### src/vtew_pkg.sv
// ----------------------------------------------------------------------------
// vtew_pkg
// Shared types and constants for the tab-expanding, line-wrapping text filter.
// ----------------------------------------------------------------------------
package vtew_pkg;

  localparam int CHAR_W        = 21;
  localparam int COL_W         = 16;
  localparam int WRAP_W        = 8;
  localparam int TAB_WIDTH_DEF = 8;

  localparam logic [CHAR_W-1:0] CH_NUL    = 21'd0;
  localparam logic [CHAR_W-1:0] CH_BS     = 21'd8;
  localparam logic [CHAR_W-1:0] CH_TAB    = 21'd9;
  localparam logic [CHAR_W-1:0] CH_NL     = 21'd10;
  localparam logic [CHAR_W-1:0] CH_VT     = 21'd11;
  localparam logic [CHAR_W-1:0] CH_FF     = 21'd12;
  localparam logic [CHAR_W-1:0] CH_CR     = 21'd13;
  localparam logic [CHAR_W-1:0] CH_SPACE  = 21'd32;
  localparam logic [CHAR_W-1:0] CH_BSLASH = 21'd92;
  localparam logic [CHAR_W-1:0] CH_DEL    = 21'd127;

  // Input character classes.
  typedef enum logic [1:0] {
    K_DROP,
    K_NEWLINE,
    K_SPACE,
    K_OTHER
  } kind_t;

  // Output character selection.
  typedef enum logic [1:0] {
    SEL_NL,
    SEL_BSLASH,
    SEL_SPACE,
    SEL_CHAR
  } sel_t;

  typedef struct packed {
    logic load;     // input item accepted this cycle
    logic cnt_dec;  // one space delivered
    sel_t sel;      // character shown on the output
  } cmd_t;

  typedef struct packed {
    kind_t kind;       // class of the offered input
    logic  brk_pre;    // an ordinary character must break the line first
    logic  brk_post;   // the space run of the current item ends in a break
    logic  cnt_one;    // the last space of the run is being shown
  } status_t;

endpackage

### src/verbatim_tab_expand_wrap_unit.sv
// ----------------------------------------------------------------------------
// verbatim_tab_expand_wrap_unit
// Character filter that drops invisible control codes, expands tabs to
// spaces and breaks long lines with a backslash and a newline.
// ----------------------------------------------------------------------------
// Usage: each input item is one character code on in_char_in, taken when
// in_valid and in_ready are both high. The results of that item follow on
// out_char_out, one per accepted out_valid/out_ready cycle, and out_last
// marks the final result of the item. Dropped codes give no result at all.
// The single configuration register, the wrap width, is written over the
// cfg channel, which is always ready; zero turns line wrapping off.
// Timing: the block works on one item at a time. It accepts an item in its
// idle cycle and shows the first result in the next cycle. A dropped code
// gives no result; an ordinary character may be preceded by a backslash
// and a newline, and a space or a tab gives its spaces, which may end in a
// line break. The controller sequences the results, and one result leaves
// per cycle while the receiver does not stall.
// A stall on out_ready simply holds the current result; the block takes
// no new item until the last result of the current one has been taken.
// Reset clears the column count and the wrap width to zero.
// ----------------------------------------------------------------------------
module verbatim_tab_expand_wrap_unit
  import vtew_pkg::*;
#(
  parameter int TAB_WIDTH = TAB_WIDTH_DEF
) (
  input  logic              clk,
  input  logic              rst_n,
  input  logic              cfg_valid,
  output logic              cfg_ready,
  input  logic [WRAP_W-1:0] cfg_wrap_width,
  input  logic              in_valid,
  output logic              in_ready,
  input  logic [CHAR_W-1:0] in_char_in,
  output logic              out_valid,
  input  logic              out_ready,
  output logic [CHAR_W-1:0] out_char_out,
  output logic              out_last
);

  cmd_t    cmd;
  status_t sts;

  // The register may be written at any cycle the host chooses.
  assign cfg_ready = 1'b1;

  // The controller decides the order of results; the datapath keeps the
  // column state and picks the character that goes out.
  vtew_ctrl u_ctrl (
    .clk       (clk),
    .rst_n     (rst_n),
    .in_valid  (in_valid),
    .in_ready  (in_ready),
    .out_valid (out_valid),
    .out_ready (out_ready),
    .out_last  (out_last),
    .sts       (sts),
    .cmd       (cmd)
  );

  vtew_dp #(
    .TAB_WIDTH (TAB_WIDTH)
  ) u_dp (
    .clk            (clk),
    .rst_n          (rst_n),
    .cfg_valid      (cfg_valid),
    .cfg_wrap_width (cfg_wrap_width),
    .in_char_in     (in_char_in),
    .out_char_out   (out_char_out),
    .cmd            (cmd),
    .sts            (sts)
  );

endmodule

### src/vtew_ctrl.sv
// ----------------------------------------------------------------------------
// vtew_ctrl
// Controller: sequences the results of one item and runs both handshakes.
// ----------------------------------------------------------------------------
module vtew_ctrl
  import vtew_pkg::*;
(
  input  logic    clk,
  input  logic    rst_n,
  input  logic    in_valid,
  output logic    in_ready,
  output logic    out_valid,
  input  logic    out_ready,
  output logic    out_last,
  input  status_t sts,
  output cmd_t    cmd
);

  typedef enum logic [2:0] {
    S_IDLE,
    S_NL,
    S_SPACES,
    S_POST_BS,
    S_POST_NL,
    S_PRE_BS,
    S_PRE_NL,
    S_CHAR
  } state_t;

  state_t state_r, state_nxt;

  always_comb begin
    state_nxt = state_r;
    unique case (state_r)
      S_IDLE: begin
        if (in_valid) begin
          unique case (sts.kind)
            K_DROP:    state_nxt = S_IDLE;
            K_NEWLINE: state_nxt = S_NL;
            K_SPACE:   state_nxt = S_SPACES;
            K_OTHER:   state_nxt = sts.brk_pre ? S_PRE_BS : S_CHAR;
            default:   state_nxt = S_IDLE;
          endcase
        end
      end
      S_NL:      if (out_ready) state_nxt = S_IDLE;
      S_SPACES: begin
        if (out_ready && sts.cnt_one) begin
          state_nxt = sts.brk_post ? S_POST_BS : S_IDLE;
        end
      end
      S_POST_BS: if (out_ready) state_nxt = S_POST_NL;
      S_POST_NL: if (out_ready) state_nxt = S_IDLE;
      S_PRE_BS:  if (out_ready) state_nxt = S_PRE_NL;
      S_PRE_NL:  if (out_ready) state_nxt = S_CHAR;
      S_CHAR:    if (out_ready) state_nxt = S_IDLE;
      default:   state_nxt = S_IDLE;
    endcase
  end

  always_ff @(posedge clk) begin
    if (!rst_n) begin
      state_r <= S_IDLE;
    end else begin
      state_r <= state_nxt;
    end
  end

  assign in_ready  = (state_r == S_IDLE);
  assign out_valid = (state_r != S_IDLE);

  always_comb begin
    unique case (state_r)
      S_NL, S_POST_NL, S_CHAR: out_last = 1'b1;
      S_SPACES:                out_last = sts.cnt_one && !sts.brk_post;
      default:                 out_last = 1'b0;
    endcase
  end

  always_comb begin
    cmd.load    = in_valid && (state_r == S_IDLE);
    cmd.cnt_dec = out_ready && (state_r == S_SPACES);
    unique case (state_r)
      S_NL, S_POST_NL, S_PRE_NL: cmd.sel = SEL_NL;
      S_POST_BS, S_PRE_BS:       cmd.sel = SEL_BSLASH;
      S_SPACES:                  cmd.sel = SEL_SPACE;
      default:                   cmd.sel = SEL_CHAR;
    endcase
  end

endmodule

### src/vtew_dp.sv
// ----------------------------------------------------------------------------
// vtew_dp
// Datapath: column and tab-stop counters, wrap limits and the output mux.
// ----------------------------------------------------------------------------
module vtew_dp
  import vtew_pkg::*;
#(
  parameter int TAB_WIDTH = TAB_WIDTH_DEF
) (
  input  logic              clk,
  input  logic              rst_n,
  input  logic              cfg_valid,
  input  logic [WRAP_W-1:0] cfg_wrap_width,
  input  logic [CHAR_W-1:0] in_char_in,
  output logic [CHAR_W-1:0] out_char_out,
  input  cmd_t              cmd,
  output status_t           sts
);

  localparam int CNT_W = $clog2(TAB_WIDTH + 1);
  localparam int POS_W = (TAB_WIDTH > 1) ? $clog2(TAB_WIDTH) : 1;
  localparam logic [CNT_W-1:0] TW_C   = CNT_W'(TAB_WIDTH);
  // Shift of the tab-stop phase when the column wraps past its top.
  localparam logic [CNT_W-1:0] WRAP_K = CNT_W'((1 << COL_W) % TAB_WIDTH);
  localparam logic [POS_W-1:0] ONE_POS = POS_W'(1 % TAB_WIDTH);
  // x / 3 for 8-bit x is (x * 171) >> 9.
  localparam logic [15:0] RECIP3 = 16'd171;

  logic [COL_W-1:0]  col_r;
  logic [POS_W-1:0]  pos_r;      // col_r modulo TAB_WIDTH
  logic [CNT_W-1:0]  cnt_r;
  logic              brk_r;
  logic [CHAR_W-1:0] char_r;
  logic [WRAP_W-1:0] wrap_r, space_lim_r, char_lim_r;

  kind_t             kind;
  logic              wrap_on;
  logic [CNT_W-1:0]  n;
  logic [COL_W:0]    col_sum;
  logic [CNT_W-1:0]  pos_sum, pos_red, pos_adj;
  logic [15:0]       lim_prod;
  logic              brk_space, brk_other;

  always_comb begin
    unique case (in_char_in) inside
      CH_NUL, CH_DEL, CH_BS, CH_CR, CH_FF, CH_VT: kind = K_DROP;
      CH_NL:                                      kind = K_NEWLINE;
      CH_SPACE, CH_TAB:                           kind = K_SPACE;
      default:                                    kind = K_OTHER;
    endcase
  end

  assign wrap_on = (wrap_r != '0);

  // Step taken by the column on this item: a run of spaces or one character.
  assign n = (kind == K_SPACE && in_char_in == CH_TAB) ?
             (TW_C - CNT_W'(pos_r)) : CNT_W'(1);

  assign col_sum = {1'b0, col_r} + (COL_W + 1)'(n);

  // Keep the tab-stop phase in step with the column, including its wrap.
  always_comb begin
    pos_sum = CNT_W'(pos_r) + n;
    pos_red = (pos_sum >= TW_C) ? (pos_sum - TW_C) : pos_sum;
    if (col_sum[COL_W]) begin
      pos_adj = (pos_red >= WRAP_K) ? (pos_red - WRAP_K) : (pos_red + TW_C - WRAP_K);
    end else begin
      pos_adj = pos_red;
    end
  end

  assign brk_space = wrap_on && (col_sum[COL_W-1:0] >= COL_W'(space_lim_r));
  assign brk_other = wrap_on && (col_r >= COL_W'(char_lim_r));

  assign lim_prod = 16'(cfg_wrap_width) * RECIP3;

  always_ff @(posedge clk) begin
    if (!rst_n) begin
      wrap_r      <= '0;
      space_lim_r <= WRAP_W'(1);
      char_lim_r  <= '1;
      col_r       <= '0;
      pos_r       <= '0;
      cnt_r       <= '0;
      brk_r       <= 1'b0;
    end else begin
      if (cfg_valid) begin
        wrap_r      <= cfg_wrap_width;
        space_lim_r <= {lim_prod[15:9], 1'b1};
        char_lim_r  <= cfg_wrap_width - WRAP_W'(1);
      end
      if (cmd.load) begin
        case (kind)
          K_NEWLINE: begin
            col_r <= '0;
            pos_r <= '0;
          end
          K_SPACE: begin
            cnt_r <= n;
            brk_r <= brk_space;
            col_r <= brk_space ? '0 : col_sum[COL_W-1:0];
            pos_r <= brk_space ? '0 : POS_W'(pos_adj);
          end
          K_OTHER: begin
            col_r <= brk_other ? COL_W'(1) : col_sum[COL_W-1:0];
            pos_r <= brk_other ? ONE_POS : POS_W'(pos_adj);
          end
          default: begin
          end
        endcase
      end else if (cmd.cnt_dec) begin
        cnt_r <= cnt_r - CNT_W'(1);
      end
    end
  end

  always_ff @(posedge clk) begin
    if (cmd.load) begin
      char_r <= in_char_in;
    end
  end

  always_comb begin
    case (cmd.sel)
      SEL_NL:     out_char_out = CH_NL;
      SEL_BSLASH: out_char_out = CH_BSLASH;
      SEL_SPACE:  out_char_out = CH_SPACE;
      default:    out_char_out = char_r;
    endcase
  end

  assign sts.kind     = kind;
  assign sts.brk_pre  = brk_other;
  assign sts.brk_post = brk_r;
  assign sts.cnt_one  = (cnt_r == CNT_W'(1));

endmodule

### config.mk
export PLATFORM = sky130hd
export DESIGN_NAME = verbatim_tab_expand_wrap_unit
export DESIGN_NICKNAME = d
export VERILOG_FILES = /design/src/vtew_pkg.sv /design/src/verbatim_tab_expand_wrap_unit.sv /design/src/vtew_ctrl.sv /design/src/vtew_dp.sv
export SDC_FILE = /design/constraint.sdc
export NUM_CORES = 1
export LEC_CHECK = 0
export BUFFER_PORTS_ARGS = -buffer_cell sky130_fd_sc_hd__buf_2
export CORE_MARGIN = 5
export CORE_UTILIZATION = 42
export CTS_CLUSTER_SIZE = 20
export DETAILED_ROUTE_END_ITERATION = 6
export GPL_ROUTABILITY_DRIVEN = 0
export SLEW_MARGIN = 30
export SYNTH_ARGS = -nofsm -noshare
export SYNTH_HDL_FRONTEND = slang
export SYNTH_SLANG_ARGS = --single-unit
### constraint.sdc
create_clock -name clk -period 5.8 [get_ports clk]
set_input_delay 0.29 -clock clk [delete_from_list [all_inputs] [get_ports clk]]
set_output_delay 0.29 -clock clk [all_outputs]
set_load 0.05 [all_outputs]
== After elaboration in Yosys (flattened, before gate mapping) ==
Cells that the tools add are included.
Storage, ports and cells
  bits in registers: 71
  input bits: 34
  logic and storage cells: 101
Operators by class
  $add $sub $neg: 7
  multipliers: 1
  magnitude comparators: 4
  eq/ne operators: 28
  multiplexer cells: 27
  reduce and logical (&&, ||, !) cells: 25
Operators by type and width (number)
  $eq A21 B4 Y1 const B: 6
  $pmux W21 S3: 1
  $pmux W16 S3: 1
  $ge A16 B8 Y1: 2
  $mux W16: 2
  $mux W3: 10
  $eq A21 B6 Y1 const B: 1
  $eq A21 B7 Y1 const B: 1
  $logic_not A21 Y1: 1
  $mux W4: 5
  $pmux W3 S6: 1
  $add A16 B4 Y17: 1
  $mul A8 B8 Y16 const B: 1
  $eq A3 B3 Y1 const B: 4
  $pmux W2 S3: 2
  $pmux W3 S4: 1
  $pmux W3 S3: 1
  $ne A2 B2 Y1 const B: 4
  $reduce_bool A8 Y1: 1
  $sub A8 B1 Y8 const B: 1
  $logic_and A1 B1 Y1: 7
  $eq A2 B2 Y1 const B: 3
  $eq A3 B2 Y1 const B: 2
  $ne A2 B1 Y1 const B: 3
  other kinds (22): 30

== Logic depth before layout (Yosys ltp) ==
Gate-level depths: netlist of the first run.
  word-level depth: 14
  gate-level depth with buffers: 22

== Cells and area by module ==
From an unflattened synthesis of the first run, not the netlist that was laid out.
Second synthesis, totals
  cells, all modules: 622
  area, all modules: 5615.4 um^2
Modules (own cells, without submodules)
  vtew_dp: times used 1, cells each 572, area each 5266.3 um^2, seq. area each 1571.5 um^2
  vtew_ctrl: times used 1, cells each 48, area each 337.8 um^2, seq. area each 60.1 um^2
  verbatim_tab_expand_wrap_unit: times used 1, cells each 2, area each 11.3 um^2, seq. area each 0.0 um^2

== Worst setup path before layout of the first run ==
OpenSTA, ideal clock, no wires.
  path type: input -> register
  start: in in_char_in[13]
  end: reg u_dp.col_r[12]
  setup time: 0.088 ns
  data arrival time: 4.733 ns
  slack: 0.979 ns
  stages: 20
  path buffers: 1
  cell sequence: nor4_1 > nand4_1 > buf_2 > or4_1 > nor2_1 > ha_1 > nand2_1 > a2111oi_4 > nor4_2 > nor3_1 > xnor2_1 > ha_1 > a21oi_1 > inv_1 > a2111oi_0 > a21o_1 > nand4b_1 > a2111oi_2 > a32oi_2 > o31ai_1
Between the ends
  word-level cells in the longest chain between the ends: 11
Ends and longest elaborated chain
  from (decl): RTL line verbatim_tab_expand_wrap_unit.sv:34  | input logic [CHAR_W-1:0] in_char_in,
  $eq A21 B4 Y1 (no line) (tied with other cells)
  $reduce_or A6 Y1 / $reduce_or A2 Y1 (equally long branches): RTL line vtew_dp.sv:45  | unique case (in_char_in) inside
  $pmux W2 S3: RTL line vtew_dp.sv:45
  $eq A2 B2 Y1: RTL line vtew_dp.sv:56, vtew_dp.sv:93
  $logic_and A1 B1 Y1: RTL line vtew_dp.sv:56  | assign n = (kind == K_SPACE && in_char_in == CH_TAB) ?
  $mux W4: RTL line vtew_dp.sv:56
  $add A16 B4 Y17: RTL line vtew_dp.sv:59  | assign col_sum = {1'b0, col_r} + (COL_W + 1)'(n);
  $ge A16 B8 Y1: RTL line vtew_dp.sv:72  | assign brk_space = wrap_on && (col_sum[COL_W-1:0] >= COL_W'(space_lim_r));
  $logic_and A1 B1 Y1: RTL line vtew_dp.sv:72
  $mux W16: RTL line vtew_dp.sv:101  | col_r <= brk_space ? '0 : col_sum[COL_W-1:0];
  $pmux W16 S3: RTL line vtew_dp.sv:93  | case (kind)
  to (signal assigned): RTL line vtew_dp.sv:101
  to (signal assigned): RTL line vtew_dp.sv:105  | col_r <= brk_other ? COL_W'(1) : col_sum[COL_W-1:0];
  to (decl): RTL line vtew_dp.sv:29  | logic [COL_W-1:0] col_r;
Parallel ways exist; a longest one is shown, timed or not.
A chain may end at the register's enable or synchronous reset.

== Final worst setup path of the first run ==
  start: in in_char_in[13]
  end: reg u_dp.col_r[5]
The elaborated chain is that of the path after synthesis.

==> results of run 1 <==
-- kinds of logic after synthesis --
| family | after synthesis | synth area share [%] |
|---|---|---|
| flip-flops | 71 | 29.6 |
| other | 1 | 0.0681 |
| XOR/XNOR | 21 | 3.34 |
| AO/OA/AOI/OAI | 130 | 17.4 |
| AND/OR/NAND/NOR | 208 | 19.3 |
| multiplexers | 14 | 2.57 |
| buffers and inverters | 97 | 6.93 |
| adder cells (fa/ha/maj) | 84 | 20.7 |
-- critical path: cells and delay by family --
| kind | cells | cell delay [ns] |
|---|---|---|
| XOR/XNOR | 1 | 0.23 |
| AND/OR/NAND/NOR | 8 | 2.38 |
| adder cells (fa/ha/maj) | 2 | 0.58 |
| AO/OA/AOI/OAI | 7 | 1.90 |
| buffers and inverters | 2 | 0.18 |
-- final timing paths --
check,endpoint,start
worst min-delay path,u_dp.char_r[12],in_char_in[12]
worst max-delay path,u_dp.col_r[5],in_char_in[13]
worst max register to register,u_dp.col_r[5],u_dp.pos_r[0]
worst min register to register,u_dp.char_lim_r[3],u_dp.char_lim_r[3]
-- cells in the final DEF (no fill, tap or decap), drive strengths merged, types with 7 or more instances in the layout --
master	n
a211oi	7
a21o	7
a21oi	27
and2	22
and3	9
buf	60
clkbuf	9
dfxtp	50
edfxtp	21
fa	12
ha	72
inv	74
mux2i	13
nand2	53
nand3	21
nor2	48
nor3	14
nor4	9
o211ai	9
o21ai	24
o31ai	10
xnor2	13
xor2	8
-- per-layer routing --
metal / wire, µm / GRT usage, % / vias up
li1: - / - / 2317
met3: 629 / 3.69 / 16
met1: 5890 / 21.6 / 2113
met5: 0 / 0 / -
met4: 244 / 5.80 / 0
met2: 5840 / 27.4 / 101
-- power breakdown --
part           leakage (nW)  total [mW]  internal, mW  switching (mW)
clock                 0.135       0.533         0.298           0.236
combinational          2.07        1.14         0.360           0.784
sequential            0.607       0.656         0.598          0.0578
-- synthesized netlist by cell type (7+ instances only) --
| cell type | number | area share (%) |
|---|---|---|
| nor3_1 | 14 | 1.3 |
| mux2i_1 | 13 | 2.4 |
| and2_1 | 22 | 2.5 |
| edfxtp_1 | 21 | 11 |
| a21o_1 | 7 | 0.95 |
| nand2_1 | 53 | 3.6 |
| xor2_1 | 8 | 1.3 |
| o211ai_1 | 9 | 1.2 |
| o31ai_1 | 10 | 1.4 |
| nor4_1 | 7 | 0.80 |
| and3_1 | 9 | 1.0 |
| nand3_1 | 20 | 1.8 |
| clkbuf_1 | 20 | 1.4 |
| fa_1 | 12 | 4.4 |
| o21ai_0 | 24 | 2.2 |
| ha_1 | 72 | 16 |
| a21oi_1 | 27 | 2.5 |
| nor2_1 | 48 | 3.3 |
| dfxtp_1 | 50 | 18 |
| xnor2_1 | 13 | 2.1 |
| inv_1 | 69 | 4.7 |
-- cell type report --
| class | instances | area (µm²) | area share [%] |
|---|---|---|---|
| clock buffers | 9 | 225 | 3.63 |
| flip-flops and latches | 71 | 1630 | 26.3 |
| multi-input cells | 458 | 3490 | 56.3 |
| inverters | 71 | 267 | 4.30 |
| well taps | 172 | 215 | 3.47 |
| repair buffers | 60 | 308 | 4.96 |
| clock inverters | 7 | 61.3 | 0.989 |
-- sequential cells by signal, summed over array words and instances, names as in the netlist --
signal,flops
u_dp.wrap_r,8
u_dp.pos_r,3
u_ctrl.state_r,3
u_dp.col_r,16
u_dp.char_r,21
u_dp.cnt_r,4
u_dp.brk_r,1
u_dp.char_lim_r,8
u_dp.space_lim_r,7
==> reports/metrics.cfg, run 1 <==
[sta]
setup_slack_ns = 0.511
worst_slew_pin_slew_ns = 0.736
fmax_ghz = 0.189
tns_ns = 0
final-setup-viol-count = 0
skew_ns = 0.00958
period_share_pct = 91.2
rsz0062_at_grt = no
report.final.slew_viol_count = 0
min_period_ns = 5.29
hold_viol = 0
slew_headroom_pct = 50.5
whs_ns = 0.137

[floorplan]
start_util_pct = 43.3
die_area_um2 = 15500
coreArea_um2 = 12700
die_width_um = 124
die_y_um = 124
row_count = 41
io_pins = 59

[clock_tree]
cts_sinks = 71
cts_hold_buf = 0
insertion_delay_ns = 0.34
cts_made_buffers = 9
cts_tree = built
ctsResizeCount = 0
postCtsSetupRepairBufs = 0
clock-root-buffer = clkbuf_16
clockBufferDepth = 2
cts-htree-levels = 3
clkSlewWorstSetupHoldPaths_ns = 0.07

[setup_path]
endpoint_kind = flop
crit_type = in -> reg
cpMostUsedCell = ha_1
reg2reg_setup_slack_ns = 0.87
slowest_stage = nor4_2
crit_path_max_fanout = 9
start_kind = input pin
max_stage_delay_ns = 0.63
cp_cell_sequence = buf_2 > nor4_1 > nand4_1 > or4_1 > nor2_1 > ha_1 > nand2_1 > a2111oi_4 > nor4_2 > nor3_1 > xnor2_1 > ha_1 > a21oi_1 > inv_1 > a2111oi_0 > a21o_1 > nand4b_1 > a2111oi_2 > a31o_1 > a32o_1
reg2reg_depth = 19
crit_required_ns = 6.08
critPathArrivalTime_ns = 5.57

[detailed_routing]
wl_um = 12600
drc_errors = 0
dr.pass1.iters = 4
drt_iter0_markers = 432
vias = 4547
vias_per_cell = 5.36
wl_per_cell_um = 14.9
detail-route-antenna-nets = 0

[logic_synthesis]
async_reset_ff_share_pct = 0
syn_area_um2 = 5510
syn_avg_cell_area_um2 = 8.79
ys_ff_latch = 71
yosysWarnings = 0
ys.flop_type = dfxtp_1
synth-edff-count = 21
syn_nets = 744
yosysUniqueCellTypes = 72
synthCells = 626
ys_seq_area_share_pct = 29.6

[place]
place_area_um2 = 5910
placed_cells_incl_taps = 832
place.detailed.hpwl_um = 9890
io_buffers = 57
pre_cts_ws_ns = 0.177

[grt]
grt_max_degree = 38
track_usage_pct = 16.7
antenna_found_initial = 0
grt_pass1_wl_um = 21800
grt-ovfl-total = 0
grt_pass1_vias = 4558

[layout]
final_nets = 789
fin_area_um2 = 6200
fin_cells = 848
syn_to_final_growth_pct = 12.6
diodes = 0
fin_util_pct = 48.7
n_fill_cell = 1268
drive_above_1_share_pct = 13.9

[worst_hold_path]
whs_path_depth = 1
hold_path_class = in -> reg

[power]
power.leakage_nw = 2.81
ir_drop_mv = 0.136
p_per_area_nw_per_um2 = 376
power_mw = 2.33

[job]
maxCapViolCount = 0

[status]
status = completed

Power figures use the tool's default switching activity.
==> run 2, diff against run 1 <==
--- a/config.mk
+++ b/config.mk
@@ -5,6 +5,7 @@
 export SDC_FILE = /design/constraint.sdc
 export NUM_CORES = 1
 export LEC_CHECK = 0
+export ABC_AREA = 1
 export BUFFER_PORTS_ARGS = -buffer_cell sky130_fd_sc_hd__buf_2
 export CORE_MARGIN = 5
 export CORE_UTILIZATION = 42
==> reports/metrics.cfg, run 2 <==
[clock_tree]
cts_tree = built
cts_sinks = 71
cts-htree-levels = 3
clockBufferDepth = 2
clock-root-buffer = clkbuf_16
postCtsSetupRepairBufs = 0
cts_hold_buf = 0
ctsResizeCount = 0
insertion_delay_ns = 0.33
clkSlewWorstSetupHoldPaths_ns = 0.06
cts_made_buffers = 9

[sta]
slew_headroom_pct = 51.3
period_share_pct = 69.6
skew_ns = 0.00715
min_period_ns = 4.03
final-setup-viol-count = 0
whs_ns = 0.147
rsz0062_at_grt = no
report.final.slew_viol_count = 0
fmax_ghz = 0.248
hold_viol = 0
tns_ns = 0
worst_slew_pin_slew_ns = 0.721

[setup_path]
slowest_stage = dfxtp_1
endpoint_kind = flop
critPathArrivalTime_ns = 4.29
reg2reg_depth = 24
cp_cell_sequence = inv_1 > ha_1 > xor2_1 > nor4_1 > ha_1 > nand4_1 > nand2_1 > inv_2 > nand2_2 > xor2_1 > ha_1 > a21oi_1 > o21ai_0 > a21oi_1 > nor2_1 > o21ai_0 > nand2_1 > a21oi_1 > nand3_1 > nand2_1 > nand2_2 > nand2_4 > nand3_1 > a21oi_1
timing.rr.end = u_dp.col_r[4]
crit_buf_inv = 2
crit_path_max_fanout = 17
reg2reg_setup_slack_ns = 1.77
crit_family = simple AND/OR/NAND/NOR gates
start_kind = flop
max_stage_delay_ns = 0.39
crit_type = reg -> reg
crit_required_ns = 6.05
r2r-start = u_dp.pos_r[0]
cpMostUsedCell = a21oi_1

[floorplan]
io_pins = 59
coreArea_um2 = 13100
die_width_um = 125
die_y_um = 125
die_area_um2 = 15600
row_count = 42
start_util_pct = 42.3

[power]
p_clk_share_pct = 22.9
p_per_area_nw_per_um2 = 367
power_frac_seq_pct = 27.4
power.leakage_nw = 3.22
ir_drop_mv = 0.142
switching_share_pct = 47.1
p_int_mw = 1.22
combPwrFrac_pct = 49.8
p_sw_mw = 1.08

[layout]
layout_commonest_cell = inv_1
final_nets = 913
diodes = 0
top_regs = u_dp.char_r (21), u_dp.col_r (16)
syn_to_final_growth_pct = 13.1
drive_above_1_share_pct = 13.8
final_cell_mix = inv_1, nand2_1, ha_1
fin_cells = 976
largest_register_ffs = 21
top_register = u_dp.char_r

[detailed_routing]
vias_per_cell = 4.91
wl_per_cell_um = 12.9
detail-route-antenna-nets = 0
dr.pass1.iters = 4
wl_um = 12600
drc_errors = 0
drt_iter0_markers = 243
vias = 4790

[logic_synthesis]
ys_seq_area_share_pct = 29.5
syn_nets = 859
yosysWarnings = 0
synth.area.top_cells = dfxtp_1, ha_1, edfxtp_1
yosysTopAreaCell = dfxtp_1
synth_top_area_share_pct = 18.1
synthCells = 741
syn_avg_cell_area_um2 = 7.47
async_reset_ff_share_pct = 0
ys_ff_latch = 71
yosysUniqueCellTypes = 46
syn_area_um2 = 5540
ys.flop_type = dfxtp_1
synth-edff-count = 21
yosysMostFrequentCell = inv_1
synthTopCellsByCount = inv_1, nand2_1, ha_1, a21oi_1, nor2_1

[place]
place.detailed.hpwl_um = 10000
placed_cells_incl_taps = 960
io_buffers = 57

[worst_hold_path]
holdCritStartpoint = in_char_in[8]
whs_path_depth = 1
hold_path_class = in -> reg
worstHoldEndpoint = u_dp.char_r[8]

[grt]
grt-ovfl-total = 0
use_met3_pct = 3.82
antenna_found_initial = 0
use_met2_pct = 27.7
use_met1_pct = 20.7
track_usage_pct = 16.5
grt_pass1_vias = 4645
grt_max_degree = 35
grt_pass1_wl_um = 21700
grt_busiest_layer = met2

[job]
maxCapViolCount = 0

[status]
status = completed

[run 2: worst register-to-register path: stages (launching register included)]
cell     delay, ns
dfxtp_1       0.39
inv_1         0.10
ha_1          0.24
xor2_1        0.15
nor4_1        0.38
ha_1          0.35
nand4_1       0.12
nand2_1       0.10
inv_2         0.06
nand2_2       0.06
xor2_1        0.19
ha_1          0.28
a21oi_1       0.11
o21ai_0       0.11
a21oi_1       0.14
nor2_1        0.05
o21ai_0       0.14
nand2_1       0.07
a21oi_1       0.16
nand3_1       0.10
nand2_1       0.13
nand2_2       0.09
nand2_4       0.20
nand3_1       0.11
a21oi_1       0.15
[run 2: cell families (layout without fill, tap and decap cells)]
group	Yosys count	count (layout)	synth area share [%]
XOR/XNOR	17	17	2.69
adder cells (fa/ha/maj)	84	84	20.6
AO/OA/AOI/OAI	126	126	12.9
AND/OR/NAND/NOR	273	273	22.5
other	1	1	0.0677
buffers and inverters	169	228	11.8
flip-flops	71	71	29.5
[run 2: power groups by stage]
stage	Clock (mW)	Sequential (mW)	Combinational, mW
floorplan	0	0.629	0.895
global placement	0	0.638	1.13
detailed placement	0	0.640	1.15
CTS	0.539	0.629	1.16
global route	0.559	0.637	1.27
finish	0.527	0.629	1.14
[run 2: layout make-up]
cell class / instances / area [µm²]
fill: 1337 / 6820
multi-input combinational: 501 / 3250
sequential: 71 / 1630
inverter: 154 / 578
timing repair buffer: 58 / 293
clock buffer: 12 / 258
tap: 176 / 220
clock inverter: 4 / 28.8
[run 2: stage by stage]
stage	utilization [%]	worst slack, ns	power, mW	area [µm²]
final	47.9	1.77	2.30	6260
after global routing	47.9	1.26	2.46	6260
after detailed placement	45.7	1.72	1.79	5980
after global placement	45.7	1.76	1.77	5980
after CTS	47.9	1.73	2.33	6260
after floorplan	-	2.18	1.52	5540
[run 2: worst max path at each step]
stage / start / end / slack (ns) / cells after the start
2_1_floorplan: cfg_wrap_width[1] / u_dp.space_lim_r[5] / 2.18 / 17
3_3_place_gp: cfg_wrap_width[3] / u_dp.space_lim_r[5] / 1.76 / 18
3_5_place_dp: cfg_wrap_width[3] / u_dp.space_lim_r[5] / 1.72 / 18
4_1_cts: u_dp.pos_r[0] / u_dp.col_r[4] / 1.73 / 24
5_1_grt: u_dp.pos_r[0] / u_dp.col_r[8] / 1.26 / 24
6_report: u_dp.pos_r[0] / u_dp.col_r[4] / 1.77 / 24
[run 2: layer usage]
layer  routed length (µm)  up-vias
li1                     -     2510
met1                 5860     2178
met2                 5910       83
met3                  572       19
met4                  229        0
met5                    0        -
==> run 3, diff against run 2 <==
==> constraint.sdc (replaced) <==
create_clock -name clk -period 4 [get_ports clk]
set_input_delay 0.2 -clock clk [delete_from_list [all_inputs] [get_ports clk]]
set_output_delay 0.2 -clock clk [all_outputs]
set_load 0.05 [all_outputs]
==> reports/metrics.cfg, run 3 (synthesis gave the netlist of run 2 again) <==
[status]
status = completed

[grt]
grt-ovfl-total = 0
track_usage_pct = 16.4
antenna_found_initial = 0
grt_pass1_wl_um = 21500
grt_max_degree = 35
grt_pass1_vias = 4690

[sta]
tns_ns = 0
slew_headroom_pct = 55.3
report.final.slew_viol_count = 0
final-setup-viol-count = 0
fmax_ghz = 0.274
min_period_ns = 3.65
whs_ns = 0.0495
rsz0062_at_grt = no
skew_ns = 0.00620
setup_slack_ns = 0.345
period_share_pct = 91.4
worst_slew_pin_slew_ns = 0.662
hold_viol = 0

[detailed_routing]
wl_per_cell_um = 13.0
drt_iter0_markers = 232
dr.pass1.iters = 4
wl_um = 12800
vias_per_cell = 4.97
detail-route-antenna-nets = 0
vias = 4894
drc_errors = 0

[place]
placed_cells_incl_taps = 965
place.detailed.hpwl_um = 9930
pre_cts_ws_ns = -0.00442
io_buffers = 57
place_area_um2 = 6010

[setup_path]
max_stage_delay_ns = 0.33
endpoint_kind = flop
slowest_stage = dfxtp_2
crit_path_max_fanout = 5
crit_required_ns = 4.26
crit_type = reg -> reg
start_kind = flop
critPathArrivalTime_ns = 3.92
cp_cell_sequence = inv_1 > ha_1 > xor2_1 > nor4_2 > ha_1 > nand4_1 > nand2_2 > inv_2 > nand2_2 > xor2_2 > ha_1 > a21oi_2 > o21ai_1 > a21oi_1 > nor2_1 > o21ai_1 > nand2_1 > a21oi_2 > nand3_2 > nand2_4 > nand2_8 > nand2_8 > nand3_2 > a21oi_2

[power]
p_per_area_nw_per_um2 = 534
power.leakage_nw = 3.31
ir_drop_mv = 0.239
power_mw = 3.45

[layout]
diodes = 0
final_nets = 922
fin_area_um2 = 6450
drive_above_1_share_pct = 16.4
final_cell_mix = inv_1, nand2_1, ha_1
largest_register_ffs = 21
fin_cells = 985
top_regs = u_dp.char_r (21), u_dp.col_r (16)
syn_to_final_growth_pct = 16.6
layout_commonest_cell = inv_1
fin_util_pct = 49.3
top_register = u_dp.char_r

[floorplan]
row_count = 42
die_y_um = 125
die_area_um2 = 15600
start_util_pct = 42.3
die_width_um = 125
coreArea_um2 = 13100
io_pins = 59

[clock_tree]
cts-htree-levels = 3
clockBufferDepth = 2
cts_tree = built
clkSlewWorstSetupHoldPaths_ns = 0.06
insertion_delay_ns = 0.34
clock-root-buffer = clkbuf_16
cts_made_buffers = 9
cts_sinks = 71

[job]
maxCapViolCount = 0

[worst_hold_path]
hold_path_class = in -> reg

==> run 3: area by class of cell <==
type	count	area [µm²]
inverters	154	578
repair buffers	65	345
clock inverters	5	61.3
clock buffers	11	258
multi-input cells	503	3360
flip-flops and latches	71	1630
fillers	1315	6630
well taps	176	220
==> run 3: metal layers <==
layer  wire length (µm)  share of wire, %  vias up  track usage (%)
met2               6070                48       91             28.6
met1               5800                45     2259             20.4
li1                   -                 -     2526                -
met5                  0                 0        -                0
met3                647               5.1       18             3.73
met4                253               2.0        0             4.06
==> run 3: path summary, 6_finish.rpt <==
path	startpoint	to	slack (ns)	cells after the start
worst max-delay path	u_dp.pos_r[0]	u_dp.col_r[10]	0.35	24
worst min-delay path	in_char_in[8]	u_dp.char_r[8]	0.05	1
worst max register to register	u_dp.pos_r[0]	u_dp.col_r[10]	0.35	24
worst min register to register	u_dp.wrap_r[0]	u_dp.wrap_r[0]	0.47	2
==> run 3: repair_timing <==
item	4_1_cts	5_1_grt
endpoints found under the hold margin	0	0
pin swaps	0	10
endpoints found under the setup margin	1	19
gates cloned	0	2
hold buffers	0	0
buffers inserted	0	2
gates resized for setup	1	19
==> run 3: worst max-delay path: cells and delay by family (launching register included) <==
family / cells / cell delay (ns)
AND/OR/NAND/NOR: 11 / 1.18
adder cells (fa/ha/maj): 3 / 0.88
AO/OA/AOI/OAI: 6 / 0.73
flip-flops: 1 / 0.33
XOR/XNOR: 2 / 0.31
buffers and inverters: 2 / 0.12
==> run 3: where the power goes <==
part	internal [mW]	switching [mW]	leakage [nW]
Clock	0.532	0.319	0.156
Sequential	0.861	0.0497	0.608
Combinational	0.461	1.22	2.54
